===== src/hw/rtl/mpa_pkg.sv =====
// ----------------------------------------------------------------------------
// mpa_pkg
// Shared widths, register indexes and controller/datapath interface types
// for the streaming 2-d max pooling block with argmax.
// ----------------------------------------------------------------------------
package mpa_pkg;

	// parameter defaults
	localparam int DEF_MAX_HEIGHT  = 256;
	localparam int DEF_MAX_WIDTH   = 256;
	localparam int DEF_MAX_KERNEL  = 8;
	localparam int DEF_SAMPLE_BITS = 16;

	// fixed field widths
	localparam int DIM_W      = 9;   // plane size and position
	localparam int KERN_W     = 4;   // kernel and stride
	localparam int PAD_W      = 3;   // padding
	localparam int CNT_W      = 10;  // window counts, quotients, limits
	localparam int IDX_W      = 16;  // raster index of argmax
	localparam int COORD_W    = 8;   // output row and column
	localparam int ARITH_W    = 16;  // signed window bound arithmetic
	localparam int CFG_IDX_W  = 3;
	localparam int CFG_DATA_W = 9;

	// register reset values
	localparam logic [DIM_W-1:0]  RST_DIM    = DIM_W'(2);
	localparam logic [KERN_W-1:0] RST_KERN   = KERN_W'(2);
	localparam logic [PAD_W-1:0]  RST_PAD    = PAD_W'(0);

	typedef enum logic [CFG_IDX_W-1:0] {
		REG_IN_HEIGHT   = 3'd0,
		REG_IN_WIDTH    = 3'd1,
		REG_KERNEL_ROWS = 3'd2,
		REG_KERNEL_COLS = 3'd3,
		REG_STRIDE_ROWS = 3'd4,
		REG_STRIDE_COLS = 3'd5,
		REG_PAD_ROWS    = 3'd6,
		REG_PAD_COLS    = 3'd7
	} reg_idx_t;

	// divisions run at plane start
	typedef enum logic [1:0] {
		DIV_OUT_H  = 2'd0,
		DIV_OUT_W  = 2'd1,
		DIV_SEED_R = 2'd2,
		DIV_SEED_C = 2'd3
	} div_sel_t;

	typedef struct packed {
		logic     accept;
		logic     div_start;
		logic     div_store;
		div_sel_t div_sel;
		logic     range;
		logic     rd;
		logic     wr;
		logic     step_pw;
		logic     step_ph;
		logic     adv;
	} dp_cmd_t;

	typedef struct packed {
		logic plane_start;
		logic div_done;
		logic any;
		logic emit;
		logic out_free;
		logic pw_end;
		logic ph_end;
	} dp_stat_t;

endpackage


===== src/hw/rtl/mpa_ctrl.sv =====
// ----------------------------------------------------------------------------
// mpa_ctrl
// Sequencer: plane setup divisions, then one read/update pass per window
// that covers the current sample.
// ----------------------------------------------------------------------------
module mpa_ctrl
	import mpa_pkg::*;
(
	input  logic     clk,
	input  logic     arst_n,
	input  logic     in_valid,
	output logic     in_ready,
	input  dp_stat_t stat,
	output dp_cmd_t  cmd
);

	typedef enum logic [6:0] {
		S_IDLE     = 7'b0000001,
		S_DIV_GO   = 7'b0000010,
		S_DIV_WAIT = 7'b0000100,
		S_RANGE    = 7'b0001000,
		S_RD       = 7'b0010000,
		S_WR       = 7'b0100000,
		S_ADV      = 7'b1000000
	} state_t;

	state_t   state_q;
	state_t   state_nxt;
	div_sel_t div_sel_q;

	always_comb begin
		cmd         = '0;
		cmd.div_sel = div_sel_q;
		state_nxt   = state_q;
		in_ready    = 1'b0;
		unique case (state_q)
			S_IDLE: begin
				in_ready = 1'b1;
				if (in_valid) begin
					cmd.accept = 1'b1;
					state_nxt  = stat.plane_start ? S_DIV_GO : S_RANGE;
				end
			end
			S_DIV_GO: begin
				cmd.div_start = 1'b1;
				state_nxt     = S_DIV_WAIT;
			end
			S_DIV_WAIT: begin
				if (stat.div_done) begin
					cmd.div_store = 1'b1;
					state_nxt     = (div_sel_q == DIV_SEED_C) ? S_RANGE : S_DIV_GO;
				end
			end
			S_RANGE: begin
				cmd.range = 1'b1;
				state_nxt = stat.any ? S_RD : S_ADV;
			end
			S_RD: begin
				cmd.rd    = 1'b1;
				state_nxt = S_WR;
			end
			S_WR: begin
				if (!stat.emit || stat.out_free) begin
					cmd.wr = 1'b1;
					if (!stat.pw_end) begin
						cmd.step_pw = 1'b1;
						state_nxt   = S_RD;
					end else if (!stat.ph_end) begin
						cmd.step_ph = 1'b1;
						state_nxt   = S_RD;
					end else begin
						state_nxt = S_ADV;
					end
				end
			end
			S_ADV: begin
				cmd.adv   = 1'b1;
				state_nxt = S_IDLE;
			end
			default: state_nxt = S_IDLE;
		endcase
	end

	always_ff @(posedge clk or negedge arst_n) begin
		if (!arst_n) begin
			state_q   <= S_IDLE;
			div_sel_q <= DIV_OUT_H;
		end else begin
			state_q <= state_nxt;
			if (cmd.accept) begin
				div_sel_q <= DIV_OUT_H;
			end else if (cmd.div_store && div_sel_q != DIV_SEED_C) begin
				div_sel_q <= div_sel_t'(div_sel_q + 2'd1);
			end
		end
	end

endmodule


===== config.mk =====
export PLATFORM = sky130hd
export DESIGN_NAME = mpa_ctrl
export DESIGN_NICKNAME = d
export VERILOG_FILES = /design/src/hw/rtl/mpa_pkg.sv /design/src/hw/rtl/mpa_ctrl.sv
export SDC_FILE = /design/constraint.sdc
export NUM_CORES = 1
export LEC_CHECK = 0
export CORE_AREA = 2 2 39 41
export CTS_CLUSTER_SIZE = 12
export DETAILED_ROUTE_END_ITERATION = 10
export DIE_AREA = 0 0 41 43
export DONT_BUFFER_PORTS = 1
export PLACE_DENSITY_LB_ADDON = 0.15
export SLEW_MARGIN = 10
export SYNTH_ARGS = -nofsm -noshare
export SYNTH_HDL_FRONTEND = slang
export SYNTH_SLANG_ARGS = --single-unit

===== constraint.sdc =====
create_clock -name clk -period 1.6 [get_ports clk]
set_input_delay 0.4 -clock clk [delete_from_list [all_inputs] [get_ports clk]]
set_output_delay 0.4 -clock clk [all_outputs]
set_load 0.03 [all_outputs]

==> After elaboration in Yosys (flattened, before gate mapping) <==
Index checks and enable logic that the tools add are counted.
{ "totals": {"regBits": 9, "latchBits": 0, "ram_bits": 0, "rom_bits": 0, "in_bits": 10, "out_inout_bits": 12, "wordCells": 45, "mem_count": 0} }
{ "classes": {"addsub": 1, "mul": 0, "n_div": 0, "magnitude_cmp": 0, "eq_ne": 12, "n_shift": 0, "muxes": 25, "bitwise": 0, "reduce_logical": 5} }
{ "ops": {"columns": ["operator", "n"], "rows": [
  ["7-bit two-way mux", 6],
  ["7-bit one-hot mux with 6 select lines", 1],
  ["1-bit two-way mux", 12],
  ["4-bit two-way mux", 2],
  ["2-bit != test (second input constant)", 4],
  ["7-bit by 1-bit == test with 1-bit output (second input constant)", 1],
  ["7-bit by 2-bit == test with 1-bit output (second input constant)", 1],
  ["7-bit by 3-bit == test with 1-bit output (second input constant)", 1],
  ["7-bit by 4-bit == test with 1-bit output (second input constant)", 1],
  ["7-bit by 5-bit == test with 1-bit output (second input constant)", 1],
  ["7-bit by 6-bit == test with 1-bit output (second input constant)", 1],
  ["7-bit == test (second input constant)", 1],
  ["3-bit two-way mux", 2],
  ["2-bit two-way mux", 2],
  ["3-bit AND reduction", 1],
  ["2-bit by 1-bit adder with 2-bit output (second input constant)", 1],
  ["2-bit == test (second input constant)", 1],
  ["2-bit nonzero test", 1],
  ["1-bit logical AND", 1],
  ["1-bit logical NOT", 1],
  ["1-bit logical OR", 1]
]} }

==> Depth between registers and ports, before layout <==
{ "logic_depth": {"ltp_word": 5, "ltp_mapped": 5, "depth_no_buf": 4} }

==> Least setup slack after synthesis <==
OpenSTA, ideal clock, no wires.
{ "synth_timing": {"path_kind": "register to output", "from": "reg state_q[4]", "to": "out cmd[1] (netlist bit)", "arrival_time_ns": 1.493, "required_time_ns": 1.200, "slack_ns": -0.293, "path_stages_with_launch": 5, "n_path_buf": 0, "path_cell_list": "dfrtp_1 -> nor4_2 -> and2b_1 -> nand3_2 -> nor3b_2"} }
{ "synth_rtl": {"columns": ["item", "line_no", "source"], "rows": [
  ["from (decl)", "mpa_ctrl.sv:27", "state_t state_q;"],
  ["from (signal assigned)", "mpa_ctrl.sv:89", "state_q <= state_nxt;"],
  ["to (decl)", "mpa_ctrl.sv:14", "output dp_cmd_t cmd"]
]} }

==> flow_metrics.env <==
export IMPL_dieHeight_um=43
export IMPL_grt_usage_pct=28.34
export IMPL_drtIter0Drc=17
export IMPL_postRouteAntennaNets=0
export IMPL_path_clk_slew_ns=0.07
export IMPL_io_buffers=0
export IMPL_grt_overflow_total=0
export IMPL_reg2reg_from="state_q[6]"
export IMPL_synth_area_leaders="dfrtp_1 31%, nor2_1 8.6%, dfstp_2 4.0%"
export IMPL_crit_fanout=3
export IMPL_drive_gt1_share_pct=47.17
export IMPL_antenna_found_initial=0
export IMPL_fin_hold_ws_ns=0.2200
export IMPL_hold_violations=0
export IMPL_seq_area_um2=227.7
export IMPL_grt_max_degree=10
export IMPL_fmax_mhz=496.1
export IMPL_synth_top_area_share_pct=30.65
export IMPL_vias=722
export IMPL_synth_common_cells="15 x nor2_1, 8 x dfrtp_1, 4 x inv_1, 4 x o21ai_0, 3 x nand2b_1"
export IMPL_finalCritPeriodShare_pct=126.0
export IMPL_nNetsFinal=118
export IMPL_cts_root_buf="clkbuf_4"
export IMPL_ff2ff_path_depth=7
export IMPL_worstSkewPairLatency_ns=0.27
export IMPL_dp_hpwl_um=1339
export IMPL_cts_max_level=1
export IMPL_rsz0062_at_grt="yes"
export IMPL_clock_sinks=9
export IMPL_final_max_slew_viol_count=0
export IMPL_num_rows=14
export IMPL_synth_area_leader_cell="dfrtp_1"
export IMPL_die_x_um=41
export IMPL_drv_cap=0
export IMPL_fill_cells=95
export IMPL_slew_headroom_pct=68.76
export IMPL_holdCritPathClass="primary input to register"
export IMPL_multi_input_area_um2=461.7
export IMPL_tns_ns=-2.520
export IMPL_grt_pass1_vias=727
export IMPL_cp_arrival_ns=1.62
export IMPL_drc_errors=0
export IMPL_ys_warn_count=0
export IMPL_yosysSeqAreaShare_pct=34.67
export IMPL_crit_buf_inv=1
export IMPL_cpPeakStageDelay_ns=0.40
export IMPL_status="finished, violations left"
export IMPL_synthArstFlopShare_pct=100.0
export IMPL_setup_ws_ns=-0.4157
export IMPL_synth_cell_types=36
export IMPL_period_minus_slack_ns=2.016
export IMPL_place_ws_ns=-0.1478
export IMPL_slowest_stage="dfrtp_1"
export IMPL_die_area_um2=1763
export IMPL_synth_most_common_cell="nor2_1"
export IMPL_synth_area_um2=653.1
export IMPL_cp_data_required_time_ns=1.20
export IMPL_ys_ff_latch=9
export IMPL_cp_top_family="simple AND/OR/NAND/NOR gates"
export IMPL_cp_start_kind="register"
export IMPL_rr_endpoint="div_sel_q[1]"
export IMPL_leakagePower_nw=0.4908
export IMPL_regToRegSetupSlack_ns=0.05
export IMPL_syn_to_final_growth_pct=54.60
export IMPL_antenna_cells=0
export IMPL_vias_per_cell=5.918
export IMPL_violations="negative setup slack"
export IMPL_crit_type="register to output pin"
export IMPL_dr_pass1_iters=4
export IMPL_powerDensity_nw_per_um2=1656
export IMPL_fin_area_um2=1010
export IMPL_wl_per_cell_um=16.61
export IMPL_synth_edf_count=0
export IMPL_cts_tree="built"
export IMPL_setup_viol=10
export IMPL_initial_core_util_pct=47.20
export IMPL_synthesis_nets=85
export IMPL_synth_avg_cell_area_um2=8.826
export IMPL_drt_wl_total_um=2026
export IMPL_synth_cells=74
export IMPL_holdCritStartpoint="stat[5]"
export IMPL_hold_path_end="state_q[2]"
export IMPL_place_gp_congestion=0.8411
export IMPL_grt_first_pass_wirelength_um=3222
export IMPL_tightest_slew_ns=0.4670
export IMPL_skew_ns=0.001873
export IMPL_ys_flop_type="dfrtp_1"
export IMPL_coreArea_um2=1384
export IMPL_peakVddDrop_mv=1.269
export IMPL_cts_buffers=3
export IMPL_path_cells="nor4_2 -> and2b_2 -> nand3_4 -> nor3b_4 -> buf_6"
export IMPL_place_area_um2=845.8
export IMPL_num_io_pins=22
export IMPL_min_path_cells=1
export IMPL_cts_path_max_buffers=2
export IMPL_crit_path_end_kind="output pin"
cells by family (layout without fill, tap and decap cells):
family	count (synthesis)	count (layout)	synth area share (%)
compound gates	14	14	14.37
simple gates	41	41	41.00
fa+ha+maj	1	1	1.915
xor+xnor	2	2	2.682
buf+inv	6	38	3.831
mux	1	1	1.533
flops	9	9	34.67
layout by cell type, fill, tap and decap left out, drive strengths merged, types with 2 or more instances in the layout:
cell type	n
buf	29
nor2	15
dfrtp	8
inv	4
o21ai	4
clkbuf	4
nor3	3
and3	3
nand2b	3
nor3b	3
and4b	2
nand2	2
xor2	2
a21oi	2
a31oi	2
nand3	2
metal layers:
layer / vias up / GRT usage, % / part of all wire [%]
met5: - / 0 / 0
met4: 0 / 18.67 / 2.8
met3: 7 / 6.806 / 7.1
met2: 34 / 45.31 / 52
met1: 349 / 31.08 / 38
li1: 332 / - / -
how the worst max path moves through the flow:
stage                    start     end  slack [ns]  depth (start not counted)
finish              state_q[6]  cmd[1]       -0.42                          5
global route        state_q[6]  cmd[1]       -0.50                          5
CTS                 state_q[6]  cmd[1]       -0.39                          5
detailed placement  state_q[4]  cmd[1]       -0.15                          5
global placement    state_q[4]  cmd[1]        -0.1                          5
floorplan           state_q[4]  cmd[1]       -0.23                          4
final cells by class:
class / instances / area share [%]
Tap cell: 16 / 1.983
Timing Repair Buffer: 30 / 25.15
Clock buffer: 4 / 2.602
Inverter: 4 / 1.983
Sequential cell: 9 / 22.55
Multi-Input combinational cell: 59 / 45.72
repair_timing:
| item | 4_1_cts | 5_1_grt |
|---|---|---|
| pin swaps | 7 | 5 |
| buffers inserted | 7 | 2 |
| setup endpoints to repair | 10 | 11 |
| hold buffers | 1 | 0 |
| gates resized for setup | 20 | 2 |
| endpoints found under the hold margin | 9 | 0 |
sequential cells by signal, summed over array words and instances, names as in the netlist:
name       flops
state_q        7
div_sel_q      2
through the flow:
step | util, % | power, mW | cells
floorplan | - | 0.9320 | 74
global placement | 61.12 | 1.217 | 110
detailed placement | 61.12 | 1.229 | 110
CTS | 72.15 | 1.618 | 121
global route | 72.97 | 1.783 | 122
finish | 72.97 | 1.672 | 122
where the power goes:
group / switching (mW) / internal (mW) / leakage, nW
logic: 0.554 / 0.576 / 0.357
clock network: 0.0925 / 0.0968 / 0.0150
registers: 0.0598 / 0.293 / 0.119
No activity file was read; power rests on OpenSTA's default activity.
